**src/rsa_mme_pkg.sv**
```systemverilog
// Shared types and constants of the RSA modular exponentiation unit.
package rsa_mme_pkg;

  localparam int WORD_BITS = 32;
  localparam int CFG_IDX_W = 2;

  // Configuration register indexes
  localparam logic [CFG_IDX_W-1:0] CFG_MODULUS     = 2'd0;
  localparam logic [CFG_IDX_W-1:0] CFG_PUBLIC_EXP  = 2'd1;
  localparam logic [CFG_IDX_W-1:0] CFG_PRIVATE_EXP = 2'd2;

  // Operation codes
  localparam logic OP_ENCRYPT = 1'b0;
  localparam logic OP_DECRYPT = 1'b1;

  typedef struct packed {
    logic                 op;
    logic [WORD_BITS-1:0] value;
  } in_t;

  typedef struct packed {
    logic [WORD_BITS-1:0] result;
    logic                 error;
  } out_t;

  // Status of the shared modular multiplier
  typedef struct packed {
    logic busy;
    logic done;
  } mm_status_t;

endpackage

```
**src/rsa_modular_exponentiation_unit.sv**
```systemverilog
// Top level of the RSA modular exponentiation unit: sequencer, registers, result stage.
//
// Usage: write modulus (index 0), public exponent (1) and private exponent (2)
// on the cfg_ channel while the block is idle; cfg_ready is always high.
// Each input transfer (in_valid high, in_stall low) carries op and value; op
// selects encrypt (public exponent) or decrypt (private exponent). One result
// transfer follows per input: result = value^exp mod modulus, error set with
// result 0 when the modulus is zero.
// Method: right-to-left square-and-multiply on one shared bit-serial modular
// multiplier, one multiplier bit per cycle. After the accept cycle the input is
// reduced; each exponent bit below the top set bit costs a check, a square and,
// if set, a multiply; the top set bit costs a check and a multiply; a finish
// state then loads the result. A zero modulus skips the reduction and the
// exponent loop.
// The block takes one item at a time; in_stall stays high while it works.
// The result register parts the output side: the next item is accepted while
// a finished result still waits, and a stalled result holds its value.
// Reset: modulus and exponent registers read 0, no result pending, block idle.
module rsa_modular_exponentiation_unit
  import rsa_mme_pkg::*;
(
  input  logic                 clk,
  input  logic                 rst_n,
  input  logic                 in_valid,
  output logic                 in_stall,
  input  in_t                  in_data,
  output logic                 out_valid,
  input  logic                 out_stall,
  output out_t                 out_data,
  input  logic                 cfg_valid,
  output logic                 cfg_ready,
  input  logic [CFG_IDX_W-1:0] cfg_index,
  input  logic [WORD_BITS-1:0] cfg_data
);

  typedef enum logic [2:0] {
    ST_IDLE,
    ST_REDUCE,
    ST_CHECK,
    ST_MUL,
    ST_SQR,
    ST_FINISH
  } state_t;

  state_t               state_r, state_nxt;
  logic [WORD_BITS-1:0] modulus_r, modulus_nxt;
  logic [WORD_BITS-1:0] pub_exp_r, pub_exp_nxt;
  logic [WORD_BITS-1:0] priv_exp_r, priv_exp_nxt;
  logic [WORD_BITS-1:0] exp_r, exp_nxt;
  logic [WORD_BITS-1:0] acc_r, acc_nxt;
  logic [WORD_BITS-1:0] base_r, base_nxt;
  logic                 err_r, err_nxt;
  logic                 out_valid_r, out_valid_nxt;
  out_t                 out_data_r, out_data_nxt;

  logic                 mm_start;
  logic [WORD_BITS-1:0] mm_a;
  logic [WORD_BITS-1:0] mm_b;
  logic [WORD_BITS-1:0] mm_p;
  mm_status_t           mm_st;

  // Shared multiplier: reduces the input, then does every square and multiply
  rsa_mme_modmul u_modmul (
    .clk    (clk),
    .rst_n  (rst_n),
    .start  (mm_start),
    .a      (mm_a),
    .b      (mm_b),
    .n      (modulus_r),
    .p      (mm_p),
    .status (mm_st)
  );

  assign in_stall  = (state_r != ST_IDLE);
  assign cfg_ready = 1'b1;
  assign out_valid = out_valid_r;
  assign out_data  = out_data_r;

  always_comb begin
    state_nxt     = state_r;
    modulus_nxt   = modulus_r;
    pub_exp_nxt   = pub_exp_r;
    priv_exp_nxt  = priv_exp_r;
    exp_nxt       = exp_r;
    acc_nxt       = acc_r;
    base_nxt      = base_r;
    err_nxt       = err_r;
    out_data_nxt  = out_data_r;
    // drop the pending result once it transfers
    out_valid_nxt = out_valid_r && out_stall;
    mm_start      = 1'b0;
    mm_a          = acc_r;
    mm_b          = base_r;

    if (cfg_valid) begin
      unique case (cfg_index)
        CFG_MODULUS:     modulus_nxt  = cfg_data;
        CFG_PUBLIC_EXP:  pub_exp_nxt  = cfg_data;
        CFG_PRIVATE_EXP: priv_exp_nxt = cfg_data;
        default:         ;
      endcase
    end

    unique case (state_r)
      ST_IDLE: begin
        if (in_valid) begin
          exp_nxt = (in_data.op == OP_DECRYPT) ? priv_exp_r : pub_exp_r;
          if (modulus_r == '0) begin
            acc_nxt   = '0;
            err_nxt   = 1'b1;
            state_nxt = ST_FINISH;
          end else begin
            // reduce the input as 1 * value mod n; seed the product with 1 mod n
            mm_start  = 1'b1;
            mm_a      = WORD_BITS'(1);
            mm_b      = in_data.value;
            acc_nxt   = (modulus_r == WORD_BITS'(1)) ? '0 : WORD_BITS'(1);
            err_nxt   = 1'b0;
            state_nxt = ST_REDUCE;
          end
        end
      end
      ST_REDUCE: begin
        if (mm_st.done) begin
          base_nxt  = mm_p;
          state_nxt = ST_CHECK;
        end
      end
      ST_CHECK: begin
        priority if (exp_r == '0) begin
          state_nxt = ST_FINISH;
        end else if (exp_r[0]) begin
          mm_start  = 1'b1;
          mm_a      = acc_r;
          mm_b      = base_r;
          state_nxt = ST_MUL;
        end else begin
          mm_start  = 1'b1;
          mm_a      = base_r;
          mm_b      = base_r;
          state_nxt = ST_SQR;
        end
      end
      ST_MUL: begin
        if (mm_st.done) begin
          acc_nxt = mm_p;
          // skip the square after the top set bit
          if (exp_r[WORD_BITS-1:1] == '0) begin
            state_nxt = ST_FINISH;
          end else begin
            mm_start  = 1'b1;
            mm_a      = base_r;
            mm_b      = base_r;
            state_nxt = ST_SQR;
          end
        end
      end
      ST_SQR: begin
        if (mm_st.done) begin
          base_nxt  = mm_p;
          exp_nxt   = exp_r >> 1;
          state_nxt = ST_CHECK;
        end
      end
      ST_FINISH: begin
        // hold until the result register is free
        if (!out_valid_r || !out_stall) begin
          out_valid_nxt       = 1'b1;
          out_data_nxt.result = acc_r;
          out_data_nxt.error  = err_r;
          state_nxt           = ST_IDLE;
        end
      end
      default: state_nxt = ST_IDLE;
    endcase
  end

  always_ff @(posedge clk) begin
    if (!rst_n) begin
      state_r     <= ST_IDLE;
      modulus_r   <= '0;
      pub_exp_r   <= '0;
      priv_exp_r  <= '0;
      out_valid_r <= 1'b0;
    end else begin
      state_r     <= state_nxt;
      modulus_r   <= modulus_nxt;
      pub_exp_r   <= pub_exp_nxt;
      priv_exp_r  <= priv_exp_nxt;
      out_valid_r <= out_valid_nxt;
    end
    exp_r      <= exp_nxt;
    acc_r      <= acc_nxt;
    base_r     <= base_nxt;
    err_r      <= err_nxt;
    out_data_r <= out_data_nxt;
  end

`ifndef SYNTH
  a_start_when_free: assert property (@(posedge clk) disable iff (!rst_n)
    mm_start |-> !mm_st.busy)
    else $error("multiplier started while busy");

  a_done_when_waiting: assert property (@(posedge clk) disable iff (!rst_n)
    mm_st.done |-> (state_r == ST_REDUCE || state_r == ST_MUL || state_r == ST_SQR))
    else $error("multiplier done outside a wait state");

  a_product_reduced: assert property (@(posedge clk) disable iff (!rst_n)
    (mm_st.done && modulus_r != '0) |-> (mm_p < modulus_r))
    else $error("product not reduced below modulus");

  a_error_zero_result: assert property (@(posedge clk) disable iff (!rst_n)
    (out_valid_r && out_data_r.error) |-> (out_data_r.result == '0))
    else $error("error result carries nonzero value");
`endif

endmodule

```
**src/rsa_mme_modmul.sv**
```systemverilog
// Bit-serial interleaved modular multiplier: p = a * b mod n, one bit of b per cycle.
module rsa_mme_modmul
  import rsa_mme_pkg::*;
(
  input  logic                 clk,
  input  logic                 rst_n,
  input  logic                 start,
  input  logic [WORD_BITS-1:0] a,
  input  logic [WORD_BITS-1:0] b,
  input  logic [WORD_BITS-1:0] n,
  output logic [WORD_BITS-1:0] p,
  output mm_status_t           status
);

  localparam int CNT_W = $clog2(WORD_BITS);
  localparam int EXT_W = WORD_BITS + 2;

  logic [WORD_BITS-1:0] a_r, a_nxt;
  logic [WORD_BITS-1:0] b_r, b_nxt;
  logic [WORD_BITS-1:0] acc_r, acc_nxt;
  logic [CNT_W-1:0]     cnt_r, cnt_nxt;
  logic                 busy_r, busy_nxt;
  logic                 done_r, done_nxt;

  logic [EXT_W-1:0] sum;
  logic [EXT_W-1:0] n1;
  logic [EXT_W-1:0] n2;
  logic [WORD_BITS-1:0] step;

  // 2*acc + bit*a stays below 3n when acc and a are below n
  always_comb begin
    n1  = EXT_W'(n);
    n2  = {1'b0, n, 1'b0};
    sum = {1'b0, acc_r, 1'b0} + (b_r[WORD_BITS-1] ? EXT_W'(a_r) : '0);
    priority if (sum >= n2) begin
      step = WORD_BITS'(sum - n2);
    end else if (sum >= n1) begin
      step = WORD_BITS'(sum - n1);
    end else begin
      step = WORD_BITS'(sum);
    end
  end

  always_comb begin
    a_nxt    = a_r;
    b_nxt    = b_r;
    acc_nxt  = acc_r;
    cnt_nxt  = cnt_r;
    busy_nxt = busy_r;
    done_nxt = 1'b0;
    if (start) begin
      a_nxt    = a;
      b_nxt    = b;
      acc_nxt  = '0;
      cnt_nxt  = CNT_W'(WORD_BITS - 1);
      busy_nxt = 1'b1;
    end else if (busy_r) begin
      acc_nxt = step;
      b_nxt   = {b_r[WORD_BITS-2:0], 1'b0};
      cnt_nxt = cnt_r - 1'b1;
      if (cnt_r == '0) begin
        busy_nxt = 1'b0;
        done_nxt = 1'b1;
      end
    end
  end

  always_ff @(posedge clk) begin
    if (!rst_n) begin
      busy_r <= 1'b0;
      done_r <= 1'b0;
      cnt_r  <= '0;
    end else begin
      busy_r <= busy_nxt;
      done_r <= done_nxt;
      cnt_r  <= cnt_nxt;
    end
    a_r   <= a_nxt;
    b_r   <= b_nxt;
    acc_r <= acc_nxt;
  end

  assign p           = acc_r;
  assign status.busy = busy_r;
  assign status.done = done_r;

endmodule
```
**config.mk**
```make
export PLATFORM = sky130hd
export DESIGN_NAME = rsa_modular_exponentiation_unit
export DESIGN_NICKNAME = d
export VERILOG_FILES = /design/src/rsa_mme_pkg.sv /design/src/rsa_modular_exponentiation_unit.sv /design/src/rsa_mme_modmul.sv
export SDC_FILE = /design/constraint.sdc
export NUM_CORES = 1
export LEC_CHECK = 0
export BUFFER_PORTS_ARGS = -buffer_cell sky130_fd_sc_hd__buf_2
export CAP_MARGIN = 20
export CORE_ASPECT_RATIO = 0.6
export CORE_MARGIN = 4
export CORE_UTILIZATION = 50
export CTS_CLUSTER_DIAMETER = 30
export CTS_CLUSTER_SIZE = 14
export DETAILED_ROUTE_END_ITERATION = 8
export PLACE_DENSITY = 0.75
export REMOVE_ABC_BUFFERS = 1
export SYNTH_ARGS = -nofsm -noshare
export SYNTH_HDL_FRONTEND = slang
export SYNTH_SLANG_ARGS = --single-unit
```
**constraint.sdc**
```tcl
create_clock -name clk -period 7.56 [get_ports clk]
set_input_delay 0.378 -clock clk [delete_from_list [all_inputs] [get_ports clk]]
set_output_delay 0.378 -clock clk [all_outputs]
set_load 0.03 [all_outputs]
```
## Word level (Yosys, flattened, before mapping)

Index checks and enable logic that the tools add are counted.

- Add/subtract/negate cells: 4
- Magnitude comparators: 2
- Equal/unequal tests: 13
- Mux-type cells: 48
- Bitwise logic cells: 2
- Reductions and logical operators: 25

Operator list:

| operator | number |
|---|---|
| two-way mux 32 bit | 19 |
| one-hot mux 32 bit (2 select lines) | 2 |
| one-hot mux 32 bit (3 select lines) | 1 |
| zero test 32 bit | 2 |
| subtractor 32 bit | 2 |
| adder 33 x 32 -> 34 bit | 1 |
| >= comparator 34 x 32 -> 1 bit | 1 |
| >= comparator 34 x 33 -> 1 bit | 1 |
| equality test 32 x 1 -> 1 bit (second input constant) | 1 |
| zero test 31 bit | 1 |
| two-way mux 3 bit | 7 |
| two-way mux 1 bit | 15 |
| one-hot mux 3 bit (5 select lines) | 1 |
| AND reduction 2 bit | 6 |
| two-way mux 5 bit | 2 |
| equality test 3 x 2 -> 1 bit (second input constant) | 2 |
| equality test 3 bit (second input constant) | 2 |
| != test 2 x 1 -> 1 bit (second input constant) | 3 |
| AND reduction 3 bit | 2 |
| nonzero test 2 bit | 3 |
| zero test 5 bit | 1 |
| subtractor 5 x 1 -> 5 bit (second input constant) | 1 |
| != test 2 bit (second input constant) | 2 |
| AND reduction 4 bit | 1 |
| 13 further kinds | 15 |

- Flip-flop bits (word level): 333
- Input bits: 72
- Output and inout port bits: 36
- Word-level logic and storage cells: 111

## Longest topological paths before layout

- Word-level depth: 5
- Mapped depth: 26
- Depth with buffers taken out: 23

## Modules after synthesis

A second synthesis with hierarchy kept.

- Cells, all modules: 1999
- Area, all modules: 19378.6 sq um

By module, submodules not included:

| module | times used | cells each | area an instance (sq um) | sequential area each (sq um) |
|---|---|---|---|---|
| rsa_modular_exponentiation_unit | 1 | 929 | 9992.1 | 5905.7 |
| rsa_mme_modmul | 1 | 1070 | 9386.5 | 2702.6 |

## Worst setup path before layout

Ideal clock, no wire load.

- Kind: reg-to-reg
- Start point: register u_modmul.b_r[31]
- End point: register u_modmul.acc_r[19] (netlist: u_modmul.p[19])
- Setup time: 0.122 ns
- Data arrival time: 4.826 ns
- Data required time: 7.438 ns
- Setup slack: 2.612 ns
- Cell stages (with the launch flop): 24
- Buffers on the path: 2
- Period minus slack after synthesis: 4.948 ns
- Path through: edfxtp_1 -> clkbuf_1 -> and2_1 -> ha_1 -> and3_4 -> a221o_1 -> a21oi_2 -> o21ai_2 -> a2111o_1 -> a31o_2 -> a21oi_1 -> xnor2_1 -> ha_1 -> a21o_1 -> a21o_1 -> a21oi_1 -> o21a_1 -> a31oi_1 -> o2111ai_1 -> nand3_2 -> and3_2 -> buf_2 -> a32oi_1 -> o21ai_1

- Longest elaborated chain between the ends: 5
- Elaborated cells between the ends (all ways): 8
- Classes of those cells: add/sub: 3; order compare: 2; mux: 3

Ends and longest elaborated chain:

| what | RTL line | text |
|---|---|---|
| start: declaration | rsa_mme_modmul.sv:19 | `logic [WORD_BITS-1:0] b_r, b_nxt;` |
| start signal: assignment | rsa_mme_modmul.sv:79 | `b_r <= b_nxt;` |
| two-way mux 32 bit * | rsa_mme_modmul.sv:34 | `sum = {1'b0, acc_r, 1'b0} + (b_r[WORD_BITS-1] ? EXT_W'(a_r) : '0);` |
| adder 33 x 32 -> 34 bit * | rsa_mme_modmul.sv:34 |  |
| subtractor 32 bit or >= comparator 34 x 32 -> 1 bit (tied branches) | rsa_mme_modmul.sv:38, rsa_mme_modmul.sv:37 |  |
| two-way mux 32 bit | rsa_mme_modmul.sv:37 | `end else if (sum >= n1) begin` |
| two-way mux 32 bit * | rsa_mme_modmul.sv:35 | `priority if (sum >= n2) begin` |
| end signal: assignment | rsa_mme_modmul.sv:80 | `acc_r <= acc_nxt;` |
| end: declaration | rsa_mme_modmul.sv:20 | `logic [WORD_BITS-1:0] acc_r, acc_nxt;` |

Every way passes the cells marked *; elsewhere a longest branch is shown, timed or not.
A chain may end at the register's enable or synchronous reset.

## Worst setup path in the final report

- Start point: register u_modmul.b_r[31]
- End point: register u_modmul.acc_r[2] (netlist: u_modmul.p[2])

Same word-level chain as after synthesis.

==> impl_results.md <==
* Status: finished clean
* Root Driver: clkbuf_16
* Ys Warns at 0
* Post_cts resized at 0
* Global Route Usage Sum at 0.262
* N_diodes at 0
* Max Clock Skew at 31.9 ps
* Slowest cell on crit path: edfxtp_1
* Peak supply drop at 285 µV
* Die extent in x at 257 µm
* Number of max-cap violations at 0
* Slew Limit Fails at 0
* Sequence of cells on the critical path: nand2_1 > inv_1 > ha_1 > a211oi_1 > o21ai_0 > a21oi_1 > o21ai_0 > a31oi_1 > o21ai_0 > xor2_1 > ha_1 > or2_2 > a21o_1 > a221oi_1 > a211oi_1 > o2111ai_1 > nand3_2 > buf_4 > and3_2 > o21ai_0 > o21ai_0
* Register area at 8610 µm²
* Slew at the pin closest to its max-slew limit at 1090 ps
* Final hold vios at 0
* Worst min path class: in2reg
* CTS tree: done
* I/O Buffers at 106
* P_int at 6020 µW
* Worst hold slack at 73.0 ps
* Arrival time worst endpoint at 7160 ps
* Post-synth top flop: edfxtp_1
* Fin Setup TNS at 0 ps
* Final wirelength at 53800 µm
* DRC errors left at 0
* Clock sink count at 333
* Ys async rst share at 0
* Layout area overhead at 14.6%
* GP Congestion at 0.961
* Share of total power in combinational logic at 0.541
* Setup CP Type: reg2reg
* Seq cells post-synth at 333
* Initial Util at 0.510
* CP Launch Type: register
* Router iterations before antenna repair at 5
* Clock network power share at 0.220
* Multi-input logic area at 9430 µm²
* Row Count at 54
* Vias in the first global route at 14600
* CTS Buffer Depth at 3
* Dpl ws at 930 ps
* H-Tree Level Count at 2
* Setup violations, final at 0
* Sw Share at 0.442
* Final period util at 0.889
* NumNets Final at 2169
* Gr ovfl total at 0
* Pleak at 0.00832 µW
* Layout fillers at 3076
* Starting DRT DRC Count at 1361
* Die Y at 158 µm
* Die area at 40500 µm²
* Tmin final at 6720 ps
* Worst-path maximum fanout at 32
* Post-synthesis cell area at 18600 µm²
* Seq pwr share at 0.239
* Worst Path Required at 8010 ps
* Initial antenna violation count at 0
* Final ANT Viol Nets at 0
* Worst-path clk slew at 60 ps
* Worst Path Buf+Inv at 2
* Most frequent cells in the layout: nand2_1 (321), edfxtp_1 (194), dfxtp_1 (139), o21ai_0 (111), buf_2 (106)
* Worst path max stage delay at 950 ps
* Cts hold-fix bufs at 0
* Sequential area share after synthesis at 0.462
* Routed wire length per instance at 21.2 µm
* Clk Latency, worst-skew pair at 580 ps
* Yosys cell types at 87
* Core Footprint at 36600 µm²
* RSZ-0062 raised after global routing: false
* Pwr per Cell Area at 506 nW/µm²
* Most repeated library cell on the critical path: o21ai_0
* Largest net degree at the start of global routing at 108
* Boundary pin count at 108
* Net switching power at 4780 µW
* FMAX at 149 MHz
* First-pass GRT wire length at 83900 µm
* Worst path top cell family by delay: compound AO/OA/AOI/OAI gates
* Commonest non-fill, non-tap cell in the layout: nand2_1
* Post-synth EDFFs at 194
* Layout cells sized above 1 at 0.131
* Crit. End Element: register
* Syn Area/Cell at 9.77 µm²
* Slew HR at 0.270
* Via count at 15200
* CTS Buf Count at 51
* Postcts setup bufs at 0
* Mapped Cells at 1907
* Final worst setup slack at 842 ps
* Dpl hpwl at 39300 µm
* Vias per inst at 5.97
-- worst paths after layout --
check / start / to / slack, ps / depth (start not counted)
worst max-delay path: u_modmul.b_r[31] / u_modmul.p[2] / 840 / 21
worst min-delay path: in_data[22] / u_modmul.b_r[22] / 70 / 3
worst max register to register: u_modmul.b_r[31] / u_modmul.p[2] / 840 / 21
worst min register to register: err_r / out_data[0] / 420 / 0
-- synth_stat cells, types with 14 or more instances --
master    count  area share
o21a_1       18      0.0072
nand3_1      24      0.0064
and2_1       38       0.013
xor2_1       27       0.013
mux2i_1      84       0.045
edfxtp_1    194        0.31
nor2_1       64       0.013
o21ai_0     112       0.030
a211oi_1     14      0.0056
ha_1         97       0.065
dfxtp_1     139        0.15
nand4_1      14      0.0047
nand2_1     321       0.065
clkbuf_1     77       0.016
a21o_1       43       0.017
and3_1       35       0.012
nor4_1       17      0.0057
inv_1        64       0.013
a21boi_0    105       0.042
nor3_1       22      0.0059
a21oi_1     101       0.027
xnor2_1      61       0.029
a31oi_1      15      0.0050
a22o_1       33       0.016
-- final cells by class --
| class | instances | area share |
|---|---|---|
| clock buffers | 58 | 0.0630 |
| clock inverters | 36 | 0.0186 |
| inverters | 64 | 0.0112 |
| multi-input cells | 1417 | 0.441 |
| flip-flops and latches | 333 | 0.403 |
| well taps | 504 | 0.0295 |
| repair buffers | 130 | 0.0333 |
-- worst reg2reg max path: stages (launching register included) --
cell,delay [ps]
edfxtp_1,950
nand2_1,240
inv_1,120
ha_1,240
a211oi_1,330
o21ai_0,250
a21oi_1,260
o21ai_0,230
a31oi_1,350
o21ai_0,180
xor2_1,330
ha_1,350
or2_2,330
a21o_1,210
a221oi_1,590
a211oi_1,200
o2111ai_1,310
nand3_2,340
buf_4,300
and3_2,220
o21ai_0,170
o21ai_0,100
-- power by group through the flow --
stage	Clock, µW	Sequential [µW]	Combinational [µW]
after floorplan	0	2540	4080
after global placement	0	2600	5710
after detailed placement	0	2610	5700
after CTS	2410	2580	5740
after global routing	2500	2610	6350
final	2380	2580	5850
-- per-layer routing --
| layer | share of wire | global-route usage |
|---|---|---|
| met5 | 0 | 0 |
| met4 | 0.017 | 0.0584 |
| met3 | 0.072 | 0.0450 |
| met2 | 0.41 | 0.384 |
| met1 | 0.50 | 0.404 |
-- per-stage QoR --
stage | instances | cell area (µm²) | power (µW) | util
detailed placement | 2448 | 19600 | 8310 | 0.537
finish | 2542 | 21400 | 10800 | 0.584
global route | 2542 | 21400 | 11500 | 0.584
floorplan | 1814 | 18200 | 6610 | -
CTS | 2542 | 21400 | 10700 | 0.584
global placement | 2448 | 19600 | 8300 | 0.537
-- cell families (layout without fill, tap and decap cells) --
| family | after synthesis | after routing | synth area share |
|---|---|---|---|
| compound gates | 552 | 552 | 0.201 |
| xor+xnor | 88 | 88 | 0.0414 |
| fa+ha+maj | 100 | 100 | 0.0683 |
| buf+inv | 157 | 288 | 0.0348 |
| flops | 333 | 333 | 0.462 |
| mux | 85 | 85 | 0.0457 |
| other cells | 1 | 1 | 0.000201 |
| simple gates | 591 | 591 | 0.146 |
-- sequential cells by signal, summed over array words and instances (netlist names), 3 cells and up --
register / count
base_r: 32
pub_exp_r: 32
acc_r: 32
u_modmul.cnt_r: 5
state_r: 3
exp_r: 32
priv_exp_r: 32
modulus_r: 32
u_modmul.a_r: 32
u_modmul.b_r: 32
out_data: 33
u_modmul.p: 32
Power figures use the tool's default switching activity.
